$ cat config.mk
export PLATFORM = sky130hd
export DESIGN_NAME = dei_ctrl
export DESIGN_NICKNAME = d
export VERILOG_FILES = /design/src/rtl/core/dei_pkg.sv /design/src/rtl/core/dei_ctrl.sv
export SDC_FILE = /design/constraint.sdc
export NUM_CORES = 1
export LEC_CHECK = 0
export ABC_CLOCK_PERIOD_IN_PS = 6790
export BUFFER_PORTS_ARGS = -buffer_cell sky130_fd_sc_hd__buf_4
export CAP_MARGIN = 10
export CORE_AREA = 2 2 97 99
export CTS_CLUSTER_DIAMETER = 120
export DETAILED_ROUTE_END_ITERATION = 6
export DIE_AREA = 0 0 99 101
export PLACE_DENSITY_LB_ADDON = 0.1
export SLEW_MARGIN = 20
export SYNTH_ARGS = -nofsm -noshare
export SYNTH_HDL_FRONTEND = slang
export SYNTH_SLANG_ARGS = --single-unit
$ cat constraint.sdc
create_clock -name clk -period 6.79 [get_ports clk]
set_input_delay 0.3395 -clock clk [delete_from_list [all_inputs] [get_ports clk]]
set_output_delay 0.3395 -clock clk [all_outputs]
set_load 0.02 [all_outputs]
$ cat src/rtl/core/dei_pkg.sv
// Shared types and constants for the indexed double-ended queue.
package dei_pkg;

    // Operation codes carried in the input tuser.
    typedef enum logic [1:0] {
        OP_PUSH_FRONT = 2'd0,
        OP_PUSH_BACK  = 2'd1,
        OP_READ       = 2'd2
    } op_t;

    // Result status codes carried in the output tuser.
    typedef enum logic [1:0] {
        ST_OK    = 2'd0,
        ST_RANGE = 2'd1,
        ST_FULL  = 2'd2
    } status_t;

    // Sequencer states.
    typedef enum logic {
        FSM_IDLE,
        FSM_RESULT
    } fsm_t;

    // Fixed field widths of the stream payloads.
    localparam int unsigned VALUE_W  = 32;
    localparam int unsigned INDEX_W  = 8;
    localparam int unsigned COUNT_W  = 9;
    localparam int unsigned IN_DW    = 40;
    localparam int unsigned OUT_DW   = 112;
    localparam int unsigned TUSER_W  = 2;

    // Control handed from the sequencer to the output stage.
    typedef struct packed {
        logic    load;
        logic    rd_ok;
        status_t status;
    } dei_res_t;

endpackage

$ cat src/rtl/core/dei_ctrl.sv
// Sequencer: pointers, fill count, end copies and memory access generation.
module dei_ctrl
    import dei_pkg::*;
#(
    parameter int unsigned DEPTH      = 256,
    parameter int unsigned DATA_WIDTH = 32
)
(
    input  logic                       clk,
    input  logic                       rst_n,
    input  logic                       in_valid,
    output logic                       in_ready,
    input  logic [TUSER_W-1:0]         in_op,
    input  logic [VALUE_W-1:0]         in_value,
    input  logic [INDEX_W-1:0]         in_index,
    input  logic                       out_free,
    output logic                       wr_en,
    output logic [$clog2(DEPTH)-1:0]   wr_addr,
    output logic [DATA_WIDTH-1:0]      wr_data,
    output logic                       rd_en,
    output logic [$clog2(DEPTH)-1:0]   rd_addr,
    output dei_res_t                   res,
    output logic [$clog2(DEPTH+1)-1:0] count,
    output logic [DATA_WIDTH-1:0]      front,
    output logic [DATA_WIDTH-1:0]      back
);

    localparam int unsigned AW = $clog2(DEPTH);
    localparam int unsigned CW = $clog2(DEPTH + 1);
    localparam int unsigned SW = ((CW > INDEX_W) ? CW : INDEX_W) + 1;

    fsm_t              state_reg, state_next;
    logic [AW-1:0]     head_reg, head_next;
    logic [CW-1:0]     count_reg, count_next;
    logic [DATA_WIDTH-1:0] front_reg, front_next;
    logic [DATA_WIDTH-1:0] back_reg, back_next;
    logic              rd_ok_reg, rd_ok_next;
    status_t           status_reg, status_next;

    logic              accept;
    logic              full;
    logic              empty;
    logic [63:0]       value_ext;
    logic [DATA_WIDTH-1:0] value_st;
    logic [AW-1:0]     head_dec;
    logic [SW-1:0]     tail_sum;
    logic [AW-1:0]     tail_pos;
    logic [SW-1:0]     idx_sum;
    logic [AW-1:0]     idx_pos;
    logic              idx_in_range;

    // Trim the signed input to the stored width
    assign value_ext = 64'($signed(in_value));
    assign value_st  = value_ext[DATA_WIDTH-1:0];

    assign full  = (count_reg == CW'(DEPTH));
    assign empty = (count_reg == '0);

    // Ring positions: one below head, head plus count, head plus index
    assign head_dec = (head_reg == '0) ? AW'(DEPTH - 1) : head_reg - AW'(1);
    assign tail_sum = SW'(head_reg) + SW'(count_reg);
    assign tail_pos = (tail_sum >= SW'(DEPTH)) ? AW'(tail_sum - SW'(DEPTH))
                                               : AW'(tail_sum);
    assign idx_in_range = (SW'(in_index) < SW'(count_reg));
    assign idx_sum  = SW'(head_reg) + SW'(in_index);
    assign idx_pos  = (idx_sum >= SW'(DEPTH)) ? AW'(idx_sum - SW'(DEPTH))
                                              : AW'(idx_sum);

    // Hold state and registers
    always_ff @(posedge clk or negedge rst_n)
    begin
        if (!rst_n)
        begin
            state_reg  <= FSM_IDLE;
            head_reg   <= '0;
            count_reg  <= '0;
            front_reg  <= '0;
            back_reg   <= '0;
            rd_ok_reg  <= 1'b0;
            status_reg <= ST_OK;
        end
        else
        begin
            state_reg  <= state_next;
            head_reg   <= head_next;
            count_reg  <= count_next;
            front_reg  <= front_next;
            back_reg   <= back_next;
            rd_ok_reg  <= rd_ok_next;
            status_reg <= status_next;
        end
    end

    // Decode the transaction and update pointers
    always_comb
    begin
        state_next  = state_reg;
        head_next   = head_reg;
        count_next  = count_reg;
        front_next  = front_reg;
        back_next   = back_reg;
        rd_ok_next  = rd_ok_reg;
        status_next = status_reg;
        in_ready    = 1'b0;
        accept      = 1'b0;
        wr_en       = 1'b0;
        wr_addr     = tail_pos;
        wr_data     = value_st;
        rd_en       = 1'b0;
        rd_addr     = idx_pos;
        res.load    = 1'b0;
        res.rd_ok   = rd_ok_reg;
        res.status  = status_reg;

        case (state_reg)
            FSM_IDLE:
            begin
                in_ready = out_free;
                accept   = in_valid && out_free;
                if (accept)
                begin
                    state_next  = FSM_RESULT;
                    rd_ok_next  = 1'b0;
                    status_next = ST_OK;
                    case (op_t'(in_op))
                        OP_PUSH_FRONT:
                        begin
                            if (full)
                            begin
                                status_next = ST_FULL;
                            end
                            else
                            begin
                                wr_en      = 1'b1;
                                wr_addr    = head_dec;
                                head_next  = head_dec;
                                front_next = value_st;
                                if (empty)
                                begin
                                    back_next = value_st;
                                end
                                count_next = count_reg + CW'(1);
                            end
                        end
                        OP_PUSH_BACK:
                        begin
                            if (full)
                            begin
                                status_next = ST_FULL;
                            end
                            else
                            begin
                                wr_en     = 1'b1;
                                wr_addr   = tail_pos;
                                back_next = value_st;
                                if (empty)
                                begin
                                    front_next = value_st;
                                end
                                count_next = count_reg + CW'(1);
                            end
                        end
                        OP_READ:
                        begin
                            if (idx_in_range)
                            begin
                                rd_en      = 1'b1;
                                rd_ok_next = 1'b1;
                            end
                            else
                            begin
                                status_next = ST_RANGE;
                            end
                        end
                        default:
                        begin
                            status_next = ST_OK;
                        end
                    endcase
                end
            end
            FSM_RESULT:
            begin
                // Read data is valid now; hand the result to the output stage
                res.load   = 1'b1;
                state_next = FSM_IDLE;
            end
            default:
            begin
                state_next = FSM_IDLE;
            end
        endcase
    end

    assign count = count_reg;
    assign front = front_reg;
    assign back  = back_reg;

endmodule

# --- Word-level counts from Yosys, hierarchy flattened ---
# Index checks and enable logic that the tools add are counted.
totals:
  reg_bits: 85
  out_inout_bits: 128
  wordCells: 63
op_classes:
  addsub: 6
  order_cmp: 3
  eq_ne: 7
  n_mux: 27
  bitwise: 2
  n_reduce_logical: 11
ops:
  columns: ["cell", "count"]
  rows:
  - ["32-bit one-hot mux with 2 select lines", 2]
  - ["32-bit two-way mux", 3]
  - ["8-bit two-way mux", 7]
  - ["8-bit by 1-bit subtractor with 8-bit output (second input constant)", 3]
  - ["1-bit two-way mux", 12]
  - ["6-bit AND reduction", 2]
  - ["8-bit by 9-bit adder with 10-bit output", 1]
  - ["10-bit by 9-bit >= comparator with 1-bit output (second input constant)", 1]
  - ["8-bit by 8-bit adder with 9-bit output", 1]
  - ["9-bit by 1-bit adder with 9-bit output (second input constant)", 1]
  - ["9-bit equality test (second input constant)", 1]
  - ["9-bit >= comparator (second input constant)", 1]
  - ["9-bit zero test", 1]
  - ["8-bit by 9-bit < comparator with 1-bit output", 1]
  - ["8-bit zero test", 1]
  - ["2-bit != test (second input constant)", 4]
  - ["4-bit AND reduction", 2]
  - ["2-bit one-hot mux with 2 select lines", 1]
  - ["2-bit by 1-bit equality test with 1-bit output (second input constant)", 1]
  - ["2-bit equality test (second input constant)", 1]
  - ["2-bit zero test", 1]
  - ["2-bit two-way mux", 1]
  - ["1-bit inverter", 2]
  - ["1-bit one-hot mux with 2 select lines", 1]
  - ["other kinds (4)", 4]

# --- Longest topological paths before layout ---
depth:
  ltp_word: 7
  mapped_depth: 9

# --- Worst setup path before layout ---
# No wires, ideal clock.
synth_path:
  path_kind: "register -> output"
  start: "register count_reg[1], in the netlist count[1]"
  end: "output port wr_addr[7]"
  t_arrival_ns: 2.403
  required_ns: 6.451
  setup_slack_ns: 4.047
  stages_incl_launch_ff: 7
  cell_sequence: "dfrtp_1 > inv_1 > ha_1 > nor3b_1 > a311oi_4 > clkbuf_1 > o41ai_1"
synth_via:
  elab_chain_len: 7
  word_cells_on_any_way: 9
synth_rtl:
  columns: ["element", "line_no", "text"]
  rows:
  - ["start, declared", "dei_ctrl.sv:34", "logic [CW-1:0] count_reg, count_next;"]
  - ["start signal, assigned", "dei_ctrl.sv:86", "count_reg <= count_next;"]
  - ["8-bit by 9-bit adder with 10-bit output", "dei_ctrl.sv:61", "assign tail_sum = SW'(head_reg) + SW'(count_reg);"]
  - ["8-bit by 1-bit subtractor with 8-bit output or 10-bit by 9-bit >= comparator with 1-bit output (tied branches)", "dei_ctrl.sv:62", "assign tail_pos = (tail_sum >= SW'(DEPTH)) ? AW'(tail_sum - SW'(DEPTH))"]
  - ["8-bit two-way mux", "dei_ctrl.sv:62", null]
  - ["8-bit two-way mux", "dei_ctrl.sv:128", "if (full)"]
  - ["8-bit two-way mux", null, null]
  - ["8-bit two-way mux", "dei_ctrl.sv:120", "if (accept)"]
  - ["8-bit two-way mux (*)", "dei_ctrl.sv:115", "case (state_reg)"]
  - ["end, declared", "dei_ctrl.sv:18", "output logic [$clog2(DEPTH)-1:0] wr_addr,"]
# Every way passes the cells marked *; elsewhere a longest branch is shown, timed or not.

# --- Final worst setup path ---
# Same ends and word-level chain as after synthesis.

==> metrics.txt <==
status finished, final reports clean; Static Leak 2.96 nW; Avg Inst Size Synth 11.6 um^2; register area share after synthesis 46.3%; multiplexer share of the synthesized area 15.9%; Cell Chain, Critical Path inv_1 > ha_1 > nor3b_1 > a311oi_4 > nand4_2 > a31o_1 > a2111oi_2 > o41ai_1 > buf_4; Max stage delay on crit path 860 ps; commonest non-fill, non-tap cell in the layout buf_4; Post-Syn Instances 396; data required time of the worst path 6450 ps; DIE AREA 10000 um^2; syn nets 469; Non-Filler Instances 654; Switching Fraction 41.6%; clk buf depth 2; pins over their slew limit 0; synth unique cells 46; Initial Utilization 51.2%; area leader, netlist dfrtp_1; TritonRoute pass-1 iters 4; CTS Sinks 85; ys async rst share 100%; DP Wirelength 7.83 mm; crit path time final 3750 ps; via count 3414; Avg Vias per Cell 5.22; Synth Area in XOR/XNOR 4.57%; Synth Flop Type dfrtp_1; Worst Hold Class input pin to asynchronous set/reset pin; Antenna diodes 0; top cells by area, synth dfrtp_1, mux2_2, ha_1; WL/cell 15.7 um; Net Sw Power 0.994 mW; Antenna Nets Post-Route 0; Post-Place Cells 638; Worst Max-Slew Pin Slew 947 ps; DRT iter0 DRCs 100; cts bufs inserted 9; Cell Area, Synth 4600 um^2; IO Port Bufs 173; final hold violations 0; Clk pin slew, worst setup/hold paths 90 ps; share of cells above drive strength 1 48.1%; largest net degree at the start of global routing 86; RSZ-0062 raised after global routing false; WP buf/inv 2; total core area 8980 um^2; Crit Path Class flip-flop to output pin; area fraction of the dominant cell type after synthesis 46.3%; fmax 267 MHz; Ys Warns 0; Post-Route WL 10.2 mm; complex-gate fraction of the synthesized area 8.74%; Post-CTS Resized 0; Overflow after GRT 0; IO Pins 174; initial antenna violation count 0; crit path max fanout 25; clock network fraction of total power 15.9%; final worst slack 3040 ps; critical path's top delay family compound AO/OA/AOI/OAI gates; setup bufs post-CTS 0; P_int 1.40 mW; # nets final 611; number of global-route vias before repair 3336; first-pass GRT wire length 16.4 mm; Max VDD drop 0.423 mV; Die W 99 um; crit share post-route 55.2%; startpoint types flip-flop; sequential share of power 31.8%; WP depth 9; most frequent cells in the layout buf_4, dfrtp_1, mux2_2; hold-fix buffers at CTS 0; Layout area overhead 29.5%; routability cong. 0.822; Combinational Power Share 52.3%; Crit. End Element output pin; root buffer cell clkbuf_8; setup_tns 0 ps; slowest CP cell a311oi_4; Skew-Pair Late Insertion Delay 350 ps; largest family of logic cells by synthesized area multiplexers; TritonCTS clock tree built; Worst Skew 9.55 ps; drt drc 0; max-cap violations 0; Power Dens Cells 402 nW/um^2; DP Worst Slack 3430 ps; CP Data Arrival Time 3410 ps; number of flops mapped to enable cells by yosys 0; FF+latch count, synth 85; H-tree level count 3; Slew HR 36.9%; Reg2Reg Depth 7; total track usage 20.9%; final setup fails 0; FP Rows 35; Synth Area in Adders 7.68%; Filler Cell Count 716; Die H 101 um; Post-Synth Simple-Gate Area 8.36%
==> power by group through the flow <==
stage | clock network [mW] | registers, mW | logic [mW]
2_1_floorplan | 0 | 0.869 | 0.645
3_3_place_gp | 0 | 0.764 | 1.24
3_5_place_dp | 0 | 0.771 | 1.26
4_1_cts | 0.395 | 0.760 | 1.26
5_1_grt | 0.417 | 0.781 | 1.36
6_report | 0.381 | 0.760 | 1.25
==> per-layer routing <==
metal | GRT usage, % | part of all wire [%] | vias up
li1 | - | - | 1640
met1 | 26.0 | 43 | 1646
met2 | 36.2 | 49 | 118
met3 | 5.20 | 6.6 | 10
met4 | 6.22 | 1.3 | 0
met5 | 0 | 0 | -
==> through the flow <==
stage	total power, mW	instance area (um^2)	hold WS [ps]	utilization, %
floorplan	1.51	4600	43.9	-
global placement	2.00	5730	469	63.9
detailed placement	2.03	5730	478	63.9
CTS	2.42	5950	194	66.3
global route	2.56	5950	73.5	66.3
finish	2.39	5950	20.5	66.3
==> synth_stat cells, types with 2 or more instances <==
cell type / n
dfrtp_1: 85
mux2_2: 64
buf_4: 40
ha_1: 25
nor2_1: 21
inv_1: 20
nand2_1: 20
xnor2_1: 18
o21ai_0: 16
a21oi_1: 15
nor3_1: 7
xor2_1: 6
a21o_1: 5
a31oi_1: 4
and3_1: 4
nor2b_1: 4
o21a_1: 4
clkbuf_1: 3
o41ai_1: 3
and3b_1: 2
fa_1: 2
nand4_1: 2
nor3b_1: 2
or3_1: 2
==> layout make-up <==
cell class / instances / area [um^2] / area share (%)
repair buffers: 175 / 1320 / 22.1
clock inverters: 5 / 65.1 / 1.09
flip-flops and latches: 85 / 2130 / 35.7
multi-input cells: 247 / 2080 / 34.9
clock buffers: 11 / 151 / 2.54
inverters: 20 / 75.1 / 1.26
well taps: 111 / 139 / 2.33
==> cells by family after synthesis <==
family	count (synthesis)
mux	65
buf+inv	64
simple gates	72
flops	85
fa+ha+maj	27
xor+xnor	24
compound gates	59
==> worst paths after layout <==
check | start | end | slack (ps)
max | count[1] | wr_addr[7] | 3040
min | rst_n | front[14] | 20
max reg2reg | count[1] | front[30] | 4110
min reg2reg | rd_ok_reg | rd_ok_reg | 490
max in group asynchronous | rst_n | count[8] | 6250
min in group clk | in_op[1] | status_reg[1] | 210
Power figures use the tool's default switching activity.
